File: src/rtl/ccmp_pkg.sv
`timescale 1ns / 1ps

package ccmp_pkg;

	localparam int MAX_RUN = 64;
	localparam int CNT_W   = $clog2(MAX_RUN + 1);
	localparam int ADDR_W  = 24;
	localparam int DATA_W  = 16;

	localparam logic [7:0] MAX_RUN_B = 8'(MAX_RUN);

	localparam logic [7:0] MODE_WR_B0  = 8'h80;
	localparam logic [7:0] MODE_WR_B1  = 8'hA0;
	localparam logic [7:0] MODE_WR_H0  = 8'h81;
	localparam logic [7:0] MODE_WR_H1  = 8'hA1;
	localparam logic [7:0] MODE_BTN_B  = 8'h88;
	localparam logic [7:0] MODE_BTN_H  = 8'h89;
	localparam logic [7:0] MODE_EQ_B   = 8'hD0;
	localparam logic [7:0] MODE_EQ_H   = 8'hD1;
	localparam logic [7:0] MODE_NE_B   = 8'hD2;
	localparam logic [7:0] MODE_NE_H   = 8'hD3;
	localparam logic [7:0] MODE_SERIAL = 8'h50;

	localparam logic [1:0] STAT_HANDLED = 2'd0;
	localparam logic [1:0] STAT_SKIPPED = 2'd1;
	localparam logic [1:0] STAT_ILLEGAL = 2'd2;
	localparam logic [1:0] STAT_TRUNC   = 2'd3;

	localparam logic [DATA_W-1:0] BYTE_MASK = 16'h00FF;

	typedef enum logic [1:0] {
		ST_IDLE = 2'b01,
		ST_RUN  = 2'b10
	} state_t;

	typedef struct packed {
		logic              write_valid;
		logic              write_halfword;
		logic [ADDR_W-1:0] write_address;
		logic [DATA_W-1:0] write_data;
		logic [1:0]        status;
		logic              last;
	} result_t;

endpackage

File: src/rtl/ccmp_code_if.sv
`timescale 1ns / 1ps

interface ccmp_code_if
	import ccmp_pkg::*;
();
	logic              valid;
	logic              ready;
	logic [7:0]        mode;
	logic [ADDR_W-1:0] address;
	logic [DATA_W-1:0] value;
	logic [DATA_W-1:0] mem_data;
	logic              button;
	logic              first_code;

	modport source (
		output valid, mode, address, value, mem_data, button, first_code,
		input  ready
	);
	modport sink (
		input  valid, mode, address, value, mem_data, button, first_code,
		output ready
	);
endinterface

File: src/rtl/ccmp_write_if.sv
`timescale 1ns / 1ps

interface ccmp_write_if
	import ccmp_pkg::*;
();
	logic              valid;
	logic              ready;
	logic              write_valid;
	logic              write_halfword;
	logic [ADDR_W-1:0] write_address;
	logic [DATA_W-1:0] write_data;
	logic [1:0]        status;
	logic              last;

	modport source (
		output valid, write_valid, write_halfword, write_address, write_data, status, last,
		input  ready
	);
	modport sink (
		input  valid, write_valid, write_halfword, write_address, write_data, status, last,
		output ready
	);
endinterface

File: src/rtl/cheat_code_memory_patcher_top.sv
`timescale 1ns / 1ps

// Cheat code memory patcher.
// code_ch (valid/ready) takes one decoded code per beat; write_ch (valid/ready)
// gives the results, several per code for a serial run, the final one with last set.
// cfg_we/cfg_wdata write the enable bit at any edge; write it only while idle.
// A plain code (write, button write, compare, serial setup, unknown) gives one
// result in the output register at the edge of its beat, and the next code can be
// taken at the same edge that result leaves: one code every cycle while the
// receiver keeps ready high.
// The code after a serial setup expands into N byte writes (N up to 64), one
// per cycle while the receiver keeps ready high, through a single address/data
// accumulator pair; the first write reaches the output register from the run
// state entered at the beat, and the code channel stays not ready until the
// last write of the run is there.
// When the receiver drops ready the result holds in the output register and
// both the run and the code channel wait.
// Reset clears skip and serial state, empties the output register and sets
// the enable bit.
module cheat_code_memory_patcher_top
	import ccmp_pkg::*;
(
	input  logic         clk,
	input  logic         arst_n,
	input  logic         cfg_we,
	input  logic         cfg_wdata,
	ccmp_code_if.sink    code_ch,
	ccmp_write_if.source write_ch
);

	state_t            state_q;
	logic              enabled_q;
	logic              skip_q;
	logic              pend_q;
	logic [7:0]        run_count_q;
	logic [7:0]        step_q;
	logic [7:0]        inc_q;
	logic [CNT_W-1:0]  remain_q;
	logic [ADDR_W-1:0] addr_q;
	logic [7:0]        data_q;
	logic              trunc_q;
	logic              out_valid_q;
	result_t           res_q;

	logic              out_free;
	logic              in_fire;
	logic              run_emit;
	logic              skip_e;
	logic              pend_e;
	logic              skip_d;
	logic              pend_d;
	logic              load_serial;
	logic              start_run;
	logic [CNT_W-1:0]  cnt_sat;
	logic              trunc_sat;
	logic [DATA_W-1:0] cmp_mask;
	logic              cmp_eq;
	result_t           plain_res;
	result_t           run_res;

	assign out_free      = !out_valid_q || write_ch.ready;
	assign code_ch.ready = (state_q == ST_IDLE) && out_free;
	assign in_fire       = code_ch.valid && code_ch.ready;
	assign run_emit      = (state_q == ST_RUN) && out_free;

	assign write_ch.valid          = out_valid_q;
	assign write_ch.write_valid    = res_q.write_valid;
	assign write_ch.write_halfword = res_q.write_halfword;
	assign write_ch.write_address  = res_q.write_address;
	assign write_ch.write_data     = res_q.write_data;
	assign write_ch.status         = res_q.status;
	assign write_ch.last           = res_q.last;

	// first code of a pass sees cleared state
	assign skip_e = code_ch.first_code ? 1'b0 : skip_q;
	assign pend_e = code_ch.first_code ? 1'b0 : pend_q;

	always_comb begin
		if (run_count_q > MAX_RUN_B) begin
			cnt_sat   = CNT_W'(MAX_RUN);
			trunc_sat = 1'b1;
		end else begin
			cnt_sat   = run_count_q[CNT_W-1:0];
			trunc_sat = 1'b0;
		end
	end

	// byte compares use the low bytes, halfword compares odd-numbered modes
	assign cmp_mask = code_ch.mode[0] ? '1 : BYTE_MASK;
	assign cmp_eq   = ((code_ch.mem_data ^ code_ch.value) & cmp_mask) == '0;

	always_comb begin
		plain_res      = '0;
		plain_res.last = 1'b1;
		skip_d         = skip_e;
		pend_d         = pend_e;
		load_serial    = 1'b0;
		start_run      = 1'b0;
		if (!enabled_q) begin
			plain_res.status = STAT_SKIPPED;
		end else if (pend_e) begin
			pend_d = 1'b0;
			if (cnt_sat == '0) begin
				plain_res.status = STAT_HANDLED;
			end else begin
				start_run = 1'b1;
			end
		end else begin
			unique case (code_ch.mode)
				MODE_WR_B0, MODE_WR_B1, MODE_WR_H0, MODE_WR_H1, MODE_BTN_B, MODE_BTN_H: begin
					if (skip_e) begin
						skip_d           = 1'b0;
						plain_res.status = STAT_SKIPPED;
					end else if (code_ch.mode[3] && !code_ch.button) begin
						plain_res.status = STAT_SKIPPED;
					end else begin
						plain_res.write_valid    = 1'b1;
						plain_res.write_halfword = code_ch.mode[0];
						plain_res.write_address  = code_ch.address;
						plain_res.write_data     = code_ch.mode[0] ? code_ch.value
						                                           : (code_ch.value & BYTE_MASK);
						plain_res.status         = STAT_HANDLED;
					end
				end
				MODE_EQ_B, MODE_EQ_H, MODE_NE_B, MODE_NE_H: begin
					if (skip_e) begin
						plain_res.status = STAT_SKIPPED;
					end else begin
						// bit 1 of the mode selects not-equal
						if (cmp_eq == code_ch.mode[1]) begin
							skip_d = 1'b1;
						end
						plain_res.status = STAT_HANDLED;
					end
				end
				MODE_SERIAL: begin
					pend_d           = 1'b1;
					load_serial      = 1'b1;
					plain_res.status = STAT_HANDLED;
				end
				default: begin
					plain_res.status = STAT_ILLEGAL;
				end
			endcase
		end
	end

	always_comb begin
		run_res      = '0;
		run_res.last = (remain_q == CNT_W'(1));
		if (skip_q) begin
			run_res.status = STAT_SKIPPED;
		end else begin
			run_res.write_valid   = 1'b1;
			run_res.write_address = addr_q;
			run_res.write_data    = {8'h00, data_q};
			run_res.status        = trunc_q ? STAT_TRUNC : STAT_HANDLED;
		end
	end

	always_ff @(posedge clk or negedge arst_n) begin
		if (!arst_n) begin
			state_q     <= ST_IDLE;
			enabled_q   <= 1'b1;
			skip_q      <= 1'b0;
			pend_q      <= 1'b0;
			run_count_q <= '0;
			step_q      <= '0;
			inc_q       <= '0;
			remain_q    <= '0;
			trunc_q     <= 1'b0;
			out_valid_q <= 1'b0;
		end else begin
			if (cfg_we) begin
				enabled_q <= cfg_wdata;
			end
			if (write_ch.ready) begin
				out_valid_q <= 1'b0;
			end
			if (in_fire) begin
				skip_q <= skip_d;
				pend_q <= pend_d;
				if (load_serial) begin
					run_count_q <= code_ch.address[15:8];
					step_q      <= code_ch.address[7:0];
					inc_q       <= code_ch.value[7:0];
				end
				if (start_run) begin
					state_q  <= ST_RUN;
					remain_q <= cnt_sat;
					trunc_q  <= trunc_sat;
				end else begin
					out_valid_q <= 1'b1;
				end
			end
			if (run_emit) begin
				out_valid_q <= 1'b1;
				skip_q      <= 1'b0;
				remain_q    <= remain_q - CNT_W'(1);
				if (remain_q == CNT_W'(1)) begin
					state_q <= ST_IDLE;
				end
			end
		end
	end

	// shared accumulator walks address and data one write per cycle while the output register is free
	always_ff @(posedge clk) begin
		if (in_fire) begin
			addr_q <= code_ch.address;
			data_q <= code_ch.value[7:0];
			if (!start_run) begin
				res_q <= plain_res;
			end
		end
		if (run_emit) begin
			addr_q <= addr_q + {{(ADDR_W - 8){1'b0}}, step_q};
			data_q <= data_q + inc_q;
			res_q  <= run_res;
		end
	end

endmodule

File: src/flat_wrapper.sv
// flat-port wrapper written by rule: the top's interface ports become plain ports
module cheat_code_memory_patcher_top_flat import ccmp_pkg::*;
  (clk, arst_n, cfg_we, cfg_wdata, code_ch_valid, code_ch_mode, code_ch_address, code_ch_value, code_ch_mem_data, code_ch_button, code_ch_first_code, code_ch_ready, write_ch_valid, write_ch_write_valid, write_ch_write_halfword, write_ch_write_address, write_ch_write_data, write_ch_status, write_ch_last, write_ch_ready);
  ccmp_code_if code_ch_i ();
  ccmp_write_if write_ch_i ();
  input  logic clk;
  input  logic arst_n;
  input  logic cfg_we;
  input  logic cfg_wdata;
  input wire logic [$bits(code_ch_i.valid)-1:0] code_ch_valid;
  input wire logic [$bits(code_ch_i.mode)-1:0] code_ch_mode;
  input wire logic [$bits(code_ch_i.address)-1:0] code_ch_address;
  input wire logic [$bits(code_ch_i.value)-1:0] code_ch_value;
  input wire logic [$bits(code_ch_i.mem_data)-1:0] code_ch_mem_data;
  input wire logic [$bits(code_ch_i.button)-1:0] code_ch_button;
  input wire logic [$bits(code_ch_i.first_code)-1:0] code_ch_first_code;
  output wire logic [$bits(code_ch_i.ready)-1:0] code_ch_ready;
  output wire logic [$bits(write_ch_i.valid)-1:0] write_ch_valid;
  output wire logic [$bits(write_ch_i.write_valid)-1:0] write_ch_write_valid;
  output wire logic [$bits(write_ch_i.write_halfword)-1:0] write_ch_write_halfword;
  output wire logic [$bits(write_ch_i.write_address)-1:0] write_ch_write_address;
  output wire logic [$bits(write_ch_i.write_data)-1:0] write_ch_write_data;
  output wire logic [$bits(write_ch_i.status)-1:0] write_ch_status;
  output wire logic [$bits(write_ch_i.last)-1:0] write_ch_last;
  input wire logic [$bits(write_ch_i.ready)-1:0] write_ch_ready;
  assign code_ch_i.valid = code_ch_valid;
  assign code_ch_i.mode = code_ch_mode;
  assign code_ch_i.address = code_ch_address;
  assign code_ch_i.value = code_ch_value;
  assign code_ch_i.mem_data = code_ch_mem_data;
  assign code_ch_i.button = code_ch_button;
  assign code_ch_i.first_code = code_ch_first_code;
  assign code_ch_ready = code_ch_i.ready;
  assign write_ch_valid = write_ch_i.valid;
  assign write_ch_write_valid = write_ch_i.write_valid;
  assign write_ch_write_halfword = write_ch_i.write_halfword;
  assign write_ch_write_address = write_ch_i.write_address;
  assign write_ch_write_data = write_ch_i.write_data;
  assign write_ch_status = write_ch_i.status;
  assign write_ch_last = write_ch_i.last;
  assign write_ch_i.ready = write_ch_ready;
  cheat_code_memory_patcher_top u_core (.clk(clk), .arst_n(arst_n), .cfg_we(cfg_we), .cfg_wdata(cfg_wdata), .code_ch(code_ch_i), .write_ch(write_ch_i));
endmodule
File: config.mk
export PLATFORM = sky130hd
export DESIGN_NAME = cheat_code_memory_patcher_top_flat
export DESIGN_NICKNAME = d
export VERILOG_FILES = /design/src/rtl/ccmp_pkg.sv /design/src/rtl/ccmp_code_if.sv /design/src/rtl/ccmp_write_if.sv /design/src/rtl/cheat_code_memory_patcher_top.sv /design/src/flat_wrapper.sv
export SDC_FILE = /design/constraint.sdc
export NUM_CORES = 1
export LEC_CHECK = 0
export BUFFER_PORTS_ARGS = -buffer_cell sky130_fd_sc_hd__buf_2
export CAP_MARGIN = 20
export CORE_MARGIN = 4
export CORE_UTILIZATION = 56
export DETAILED_ROUTE_END_ITERATION = 12
export PLACE_DENSITY = 0.91
export SKIP_LAST_GASP = 1
export SLEW_MARGIN = 5
export SYNTH_ARGS = -nofsm -noshare
export SYNTH_HDL_FRONTEND = slang
export SYNTH_SLANG_ARGS = --single-unit
File: constraint.sdc
create_clock -name clk -period 3 [get_ports clk]
set_input_delay 0.45 -clock clk [delete_from_list [all_inputs] [get_ports clk]]
set_output_delay 0.45 -clock clk [all_outputs]
set_load 0.005 [all_outputs]
Yosys cells after proc, flatten, opt, wreduce, memory -nomap -nowiden
Index checks and enable logic that the tools add are counted.
{"block": "totals", "reg_bits": 115, "latch_bits": 0, "ram_bits": 0, "mem_bits_ro": 0, "inputBits": 72, "out_inout_bits": 47, "elab_cells": 112, "memories": 0}
{"block": "classes", "addsub": 3, "n_mul": 0, "div": 0, "order_cmp": 1, "n_eq_ne": 16, "n_shift": 0, "muxes": 53, "bitwise": 3, "n_reduce_logical": 18}
{"cell": "$mux W42", "n": 5}
{"cell": "$mux W45", "n": 3}
{"cell": "$eq A8 B8 Y1 const B", "n": 10}
{"cell": "$mux W24", "n": 2}
{"cell": "$mux W40", "n": 1}
{"cell": "$mux W16", "n": 2}
{"cell": "$mux W7", "n": 4}
{"cell": "$add A24 B8 Y24", "n": 1}
{"cell": "$mux W1", "n": 23}
{"cell": "$mux W2", "n": 9}
{"cell": "$and A16 B16 Y16", "n": 1}
{"cell": "$logic_not A16 Y1", "n": 1}
{"cell": "$mux W8", "n": 2}
{"cell": "$xor A16 B16 Y16", "n": 1}
{"cell": "$reduce_and A2 Y1", "n": 5}
{"cell": "$add A8 B8 Y8", "n": 1}
{"cell": "$eq A8 B7 Y1 const B", "n": 1}
{"cell": "$gt A8 B7 Y1 const B", "n": 1}
{"cell": "$eq A7 B1 Y1 const B", "n": 1}
{"cell": "$logic_not A7 Y1", "n": 1}
{"cell": "$sub A7 B1 Y7 const B", "n": 1}
{"cell": "$pmux W2 S3", "n": 1}
{"cell": "$reduce_or A6 Y1", "n": 1}
{"cell": "$logic_and A1 B1 Y1", "n": 4}
{"cell": "10 further kinds", "n": 12}

Logic depth before layout (Yosys ltp)
Gate-level depths: netlist of the first run.
{"block": "depth", "depth_word": 11, "mapped_depth": 9, "ltp_nobuf": 9}

Least setup slack after synthesis of the first run
Ideal clock, no wire load.
{"block": "synth_path", "kind": "input-to-reg", "startpoint": "in write_ch_ready", "endpoint": "reg u_core.res_q (netlist bit u_core.write_ch.last) (enable)", "setup_time_ns": 0.559, "t_arrival_ns": 2.200, "required_time_ns": 2.441, "path_slack_ns": 0.242, "cell_stages": 6, "path_buffers": 3, "cell_sequence": "nand2b_2 -> nand3b_1 -> buf_6 -> buf_2 -> buf_1 -> nand2_1"}
{"block": "synth_between", "elab_chain_len": 5, "elab_cells_between_ends": 7, "classes_between": "eq/ne: 1; reduce/logical: 6"}
{"element": "start: declaration", "line": "flat_wrapper.sv:25", "rtl": "input wire logic [$bits(write_ch_i.ready)-1:0] write_ch_ready;"}
{"element": "$logic_or A1 B1 Y1 *", "line": "cheat_code_memory_patcher_top.sv:61", "rtl": "assign out_free = !out_valid_q || write_ch.ready;"}
{"element": "$logic_and A1 B1 Y1", "line": "cheat_code_memory_patcher_top.sv:62", "rtl": "assign code_ch.ready = (state_q == ST_IDLE) && out_free;"}
{"element": "$logic_and A1 B1 Y1", "line": "cheat_code_memory_patcher_top.sv:63", "rtl": "assign in_fire = code_ch.valid && code_ch.ready;"}
{"element": "$reduce_bool A2 Y1 (no line)"}
{"element": "$reduce_and A2 Y1 (no line) *"}
{"element": "end signal: assignment", "line": "cheat_code_memory_patcher_top.sv:213", "rtl": "res_q <= plain_res;"}
{"element": "end signal: assignment", "line": "cheat_code_memory_patcher_top.sv:219", "rtl": "res_q <= run_res;"}
{"element": "end: declaration", "line": "cheat_code_memory_patcher_top.sv:43", "rtl": "result_t res_q;"}
Every way passes the cells marked *; elsewhere a longest branch is shown, timed or not.
A chain may end at the register's enable or synchronous reset.

Worst setup path after layout of the first run
{"block": "layout_path", "startpoint": "reg u_core.addr_q[0]", "endpoint": "reg u_core.addr_q[22] (data pin)"}
{"block": "layout_between", "elab_chain_len": 2}
{"element": "start: declaration", "line": "cheat_code_memory_patcher_top.sv:39", "rtl": "logic [ADDR_W-1:0] addr_q;"}
{"element": "start signal: assignment", "line": "cheat_code_memory_patcher_top.sv:210", "rtl": "addr_q <= code_ch.address;"}
{"element": "start signal: assignment", "line": "cheat_code_memory_patcher_top.sv:217", "rtl": "addr_q <= addr_q + {{(ADDR_W - 8){1'b0}}, step_q};"}
{"element": "$add A24 B8 Y24", "line": "cheat_code_memory_patcher_top.sv:217"}
{"element": "$mux W24", "line": "cheat_code_memory_patcher_top.sv:216", "rtl": "if (run_emit) begin"}
Every way passes these cells.

==> flow_summary.yaml, run 1 <==
setup_path:
  path_class: "flop to flop"
  cp.required_ns: 3.23
  r2r-end: "u_core.addr_q[22]"
  cp-startpoint: "u_core.addr_q[0]"
  critical_path_cell_count: 8
  critPathCaptureType: "flop"
  critPathMaxFanout: 8
  cp-endpoint: "u_core.addr_q[22]"
  crit_chain: "ha_1, fa_1, a21o_1, a21oi_1, o21a_2, nor4_1, xnor2_1, o21ai_0"
  reg2regPathDepth: 8
  cp_top_family: "compound AO/OA/AOI/OAI gates"
  critPathSlowestCell: "edfxtp_1"
  r2r_slack_ns: 0.57
  slowest_delay_ns: 0.41
  arrival_ns: 2.66
  reg2reg_from: "u_core.addr_q[0]"
  cp-start-kind: "flop"
  path_buf_inv: 0
sta:
  setup_viol: 0
  period_share: 0.8091
  worst_pin_slew_ns: 0.9504
  whs_ns: 0.08853
  fmax_mhz: 412.0
  hold_violations: 0
  slew_violations: 0
  layout_min_cycle_time_ns: 2.427
  max_slew_margin: 0.3664
  rsz0062_at_grt: "false"
  finClkSkew_ns: 0.009979
  fin_setup_tns_ns: 0
synthesis:
  ys_types: 66
  yosys.cell_count.top_type: "edfxtp_1"
  synth_top_cell_by_area: "edfxtp_1"
  synthFlopType: "edfxtp_1"
  ys_seq_area_frac: 0.5370
  synth_area_sq_um: 6062
  synthArstFlopShare: 0.3304
  synth_common_cells: "76 x edfxtp_1, 64 x nand2_1, 36 x dfrtp_1, 36 x o21ai_0, 31 x a22o_1"
  syn_inst: 527
  syn_area_per_cell_sq_um: 11.50
  synth_edf_count: 76
  ys_seq_elements: 115
  synth_top_cell_area_share: 0.3765
  yosysWarnings: 0
  syn_nets: 618
  ys_top_cells_by_area: "edfxtp_1 38%, dfrtp_1 15%, a22o_1 4.5%, mux2_2 4.3%, nand2_1 4.0%"
grt:
  grt_max_degree: 61
  grt_overflow: 0
  grt.total_usage: 0.2540
  grt_pass1_wl_mm: 25.52
  antenna_found_initial: 0
  grt_pass1_vias: 5201
route:
  drc: 0
  via_per_inst: 6.166
  wl_per_cell_um: 19.58
  drtIter0Drc: 578
  wl_mm: 15.70
  first_pass_iters: 6
  vias: 4945
  postRouteAntennaNets: 0
finish:
  fin_nets: 744
  area_growth_pct: 22.35
  drive_above_1_share: 0.3018
  n_antenna_cell: 0
  regArea_sq_um: 3256
  multi_input_area_sq_um: 2620
  fillCellCount: 679
floorplan:
  rows: 37
  core-area_sq_um: 10420
  start_util: 0.5820
  ios: 119
  die_w_um: 112.0
  dieArea_sq_um: 12550
  die_height_um: 112.0
cts:
  cts_setup_buffers: 0
  cts_made_buffers: 17
  clockBufferDepth: 2
  clock_sinks: 115
  cts_root_buffer: "clkbuf_8"
  cts_tree: "done"
  cts.clk_slew.worst_paths_ns: 0.06
  holdBufCountCts: 0
  ctsResizeCount: 0
  h-tree-depth: 4
  clk_latency_ns: 0.51
place:
  io_buffers: 118
  hpwl_mm: 10.07
  gp_congestion: 0.8562
power:
  max-vdd-ir-drop_mv: 0.3912
  powerDensity_nw_per_um2: 654.4
  leakagePower_nw: 3.178
hold_path:
  min_path_type: "primary input to asynchronous set/reset pin"
status:
  status: "completed"
run:
  cap_violations: 0
## state kept, by name, summed over array words and instances, names as in the netlist
| register | flops |
|---|---|
| u_core.run_count_q | 8 |
| u_core.state_q | 2 |
| u_core.step_q | 8 |
| u_core.remain_q | 7 |
| u_core.write_ch.write_halfword | 1 |
| u_core.skip_q | 1 |
| u_core.trunc_q | 1 |
| u_core.write_ch.write_address | 24 |
| u_core.write_ch.write_valid | 1 |
| u_core.addr_q | 24 |
| u_core.inc_q | 8 |
| u_core.pend_q | 1 |
| u_core.write_ch.valid | 1 |
| u_core.data_q | 8 |
| u_core.enabled_q | 1 |
| u_core.write_ch.write_data | 16 |
| u_core.write_ch.status | 2 |
| u_core.write_ch.last | 1 |
## routing by layer
layer | up-vias | share of wire | track usage
met5 | - | 0 | 0
met1 | 2349 | 0.38 | 0.3064
met2 | 307 | 0.50 | 0.4376
li1 | 2227 | - | -
met4 | 0 | 0.035 | 0.1122
met3 | 62 | 0.079 | 0.05768
## per-stage QoR
stage / instances / total power, mW / utilization / cell area (sq um) / setup slack, ns
after floorplan: 527 / 2.409 / - / 6062 / 0.2418
after global placement: 770 / 2.643 / 0.6506 / 6777 / 0.7002
after detailed placement: 770 / 2.685 / 0.6506 / 6777 / 0.5937
after CTS: 802 / 4.861 / 0.7121 / 7417 / 0.5893
after global routing: 802 / 5.039 / 0.7121 / 7417 / 0.3787
final: 802 / 4.854 / 0.7121 / 7417 / 0.5728
## report_power, final
group	leakage (nW)	switching, mW	internal [mW]
clock network	0.315	0.682	1.49
registers	1.23	0.121	1.91
logic	1.63	0.385	0.265
## placed cells by master (no fill, tap or decap), types with 8 or more instances in the layout
| cell | instances |
|---|---|
| a21oi_1 | 21 |
| a22o_1 | 31 |
| buf_2 | 118 |
| buf_4 | 8 |
| clkbuf_16 | 16 |
| dfrtp_1 | 36 |
| edfxtp_1 | 76 |
| ha_1 | 17 |
| inv_1 | 16 |
| mux2_2 | 23 |
| nand2_1 | 63 |
| nand3_1 | 22 |
| nand4_1 | 8 |
| nor2_1 | 20 |
| o21ai_0 | 36 |
| xnor2_1 | 26 |
| xor2_1 | 14 |
## kinds of logic after synthesis
family,Yosys count,share of synthesized area
AND/OR/NAND/NOR,168,0.1459
multiplexers,23,0.04272
adder cells (fa/ha/maj),19,0.04169
buffers and inverters,36,0.03199
AO/OA/AOI/OAI,126,0.1428
flip-flops,115,0.5370
XOR/XNOR,40,0.05779
## area by class of cell
class | instances | area share
Clock buffer | 22 | 0.06242
Clock inverter | 10 | 0.02395
Inverter | 16 | 0.008097
Multi-Input combinational cell | 376 | 0.3532
Sequential cell | 115 | 0.4389
Tap cell | 136 | 0.02294
Timing Repair Buffer | 127 | 0.09042
## worst min-delay path by stage
| stage | startpoint | end | slack, ns | cells after the start |
|---|---|---|---|---|
| final | arst_n | u_core.inc_q[4] | 0.09 | 1 |
| after global routing | cfg_we | u_core.enabled_q | 0.12 | 2 |
| after CTS | cfg_we | u_core.enabled_q | 0.09 | 2 |
| after detailed placement | u_core.write_ch.write_halfword | u_core.write_ch.write_halfword | 0.48 | 2 |
| after global placement | u_core.write_ch.write_halfword | u_core.write_ch.write_halfword | 0.47 | 2 |
| after floorplan | arst_n | u_core.inc_q[0] | 0.15 | 0 |
No activity file was read; power rests on OpenSTA's default activity.
==> inputs of run 2 (changes only) <==
- CORE_UTILIZATION: 56 -> 50
- PLACE_DENSITY: 0.91 -> 0.86
- clock period: 3 -> 2.1 ns (I/O delays scaled with it)
==> run 2 against run 1 <==
The run now ends with negative setup slack left. Non-clock buffer count grew 34. Via count is 2.3% higher. Clock-buffer cell count is 1 lower. Cell count up 5.1%. Critical path depth unchanged. Die area rose by 11%. Sequential power rose by 42%. First-iteration DRC count fell by 8.0%. Final area increased by 5.9%. Global-route usage is 1.5 points lower. Critical endpoint is now u_core.addr_q[20]. Largest power group unchanged.
==> flow_summary.yaml, run 2 (synthesis gave the netlist of run 1 again) <==
power:
  leakagePower_nw: 3.352
  max-vdd-ir-drop_mv: 0.6620
  powerDensity_nw_per_um2: 872.5
status:
  failed_checks: "negative setup slack"
  status: "complete, but fails checks"
floorplan:
  rows: 39
  ios: 119
  dieArea_sq_um: 13950
  die_w_um: 118.1
  die_height_um: 118.1
  start_util: 0.5198
  core-area_sq_um: 11660
grt:
  grt.total_usage: 0.2387
  antenna_found_initial: 0
  grt_overflow: 0
  grt_max_degree: 78
  grt_pass1_vias: 5276
  grt_pass1_wl_mm: 26.02
cts:
  cts.clk_slew.worst_paths_ns: 0.06
  cts_root_buffer: "clkbuf_16"
  cts_tree: "done"
  clockBufferDepth: 2
  clk_latency_ns: 0.43
  h-tree-depth: 4
  clock_sinks: 115
  cts_made_buffers: 17
finish:
  final_core_util: 0.6737
  final_common_cell: "buf_2"
  multi_input_area_sq_um: 2763
  n_antenna_cell: 0
  area_growth_pct: 29.62
  regArea_sq_um: 3256
  drive_above_1_share: 0.3671
  final_cell_mix: "118 x buf_2, 76 x edfxtp_1, 62 x nand2_1"
  fillCellCount: 799
  fin_nets: 778
sta:
  slew_violations: 0
  max_slew_margin: 0.6121
  setup_ws_ns: -0.1264
  hold_violations: 0
  setup_viol: 15
  worst_pin_slew_ns: 0.5813
  rsz0062_at_grt: "true"
  period_share: 1.060
  finClkSkew_ns: 0.007746
  whs_ns: 0.05269
  fmax_mhz: 449.2
  layout_min_cycle_time_ns: 2.226
place:
  hpwl_mm: 10.93
  gp_congestion: 0.8969
  io_buffers: 118
route:
  first_pass_iters: 6
  drc: 0
  vias: 5060
  drtIter0Drc: 532
  wl_mm: 16.54
  wl_per_cell_um: 19.62
  via_per_inst: 6.002
  postRouteAntennaNets: 0
setup_path:
  path_class: "flop to flop"
  arrival_ns: 2.38
  reg2regPathDepth: 8
  cp-start-kind: "flop"
  critPathMaxFanout: 8
  cp.required_ns: 2.25
  critPathCaptureType: "flop"
  reg2reg_from: "u_core.addr_q[0]"
  cp-startpoint: "u_core.addr_q[0]"
run:
  cap_violations: 0
hold_path:
  hold_depth: 2
  min_path_type: "primary input to flop"
  hp-start: "cfg_we"
==> run 2: worst max-delay path, cell delays in order, from the launching register on <==
cell and delay (ns):
edfxtp_1 0.40, ha_2 0.21, fa_2 0.36, a21o_1 0.19, a21oi_2 0.21, o21a_4 0.24, nor4b_2 0.08, xnor2_1 0.14
o21ai_0 0.11
==> run 2: metal layers <==
layer / wire, um / global-route usage / up-vias
li1: - / - / 2304
met1: 6350 / 0.2853 / 2444
met2: 8414 / 0.3930 / 259
met3: 1207 / 0.07016 / 53
met4: 564 / 0.1209 / 0
met5: 0 / 0 / -
==> run 2: power breakdown <==
| part | total [mW] | switching (mW) | leakage [nW] | internal (mW) |
|---|---|---|---|---|
| sequential | 2.89 | 0.168 | 1.23 | 2.73 |
| clock | 2.92 | 1.01 | 0.290 | 1.91 |
| combinational | 1.05 | 0.589 | 1.83 | 0.456 |
==> run 2: repair_timing <==
action	in CTS	in global routing
pin swaps	17	7
endpoints found under the hold margin	36	0
hold buffers	1	0
gates resized for setup	21	16
setup buffers	6	1
endpoints found under the setup margin	44	104
==> run 2: cell type report <==
cell class	instances	area share
Clock buffer	21	0.05860
Clock inverter	11	0.01704
Inverter	16	0.007643
Multi-Input combinational cell	376	0.3516
Sequential cell	115	0.4143
Tap cell	143	0.02277
Timing Repair Buffer	161	0.1280
==> run 2: path summary, 6_finish.rpt <==
| path | to | slack, ns |
|---|---|---|
| setup reg to reg | u_core.addr_q[20] | -0.13 |
| hold / removal | u_core.enabled_q | 0.05 |
| min in group asynchronous | u_core.pend_q | 0.48 |
| max in group asynchronous | u_core.state_q[0] | 1.23 |
| hold reg to reg | u_core.state_q[0] | 0.50 |
| setup / recovery | u_core.addr_q[20] | -0.13 |
==> run 2: stage by stage <==
step / cells / setup slack (ns) / setup TNS [ns] / total power, mW / area (sq um)
final: 843 / -0.1264 / -1.099 / 6.856 / 7858
after global routing: 843 / -0.2155 / -2.575 / 7.124 / 7858
after CTS: 841 / -0.1067 / -0.9231 / 6.857 / 7785
after detailed placement: 802 / -0.2121 / -5.230 / 3.906 / 7047
after global placement: 802 / -0.06068 / -1.561 / 3.844 / 7047
after floorplan: 527 / -0.01292 / -0.04031 / 3.441 / 6076
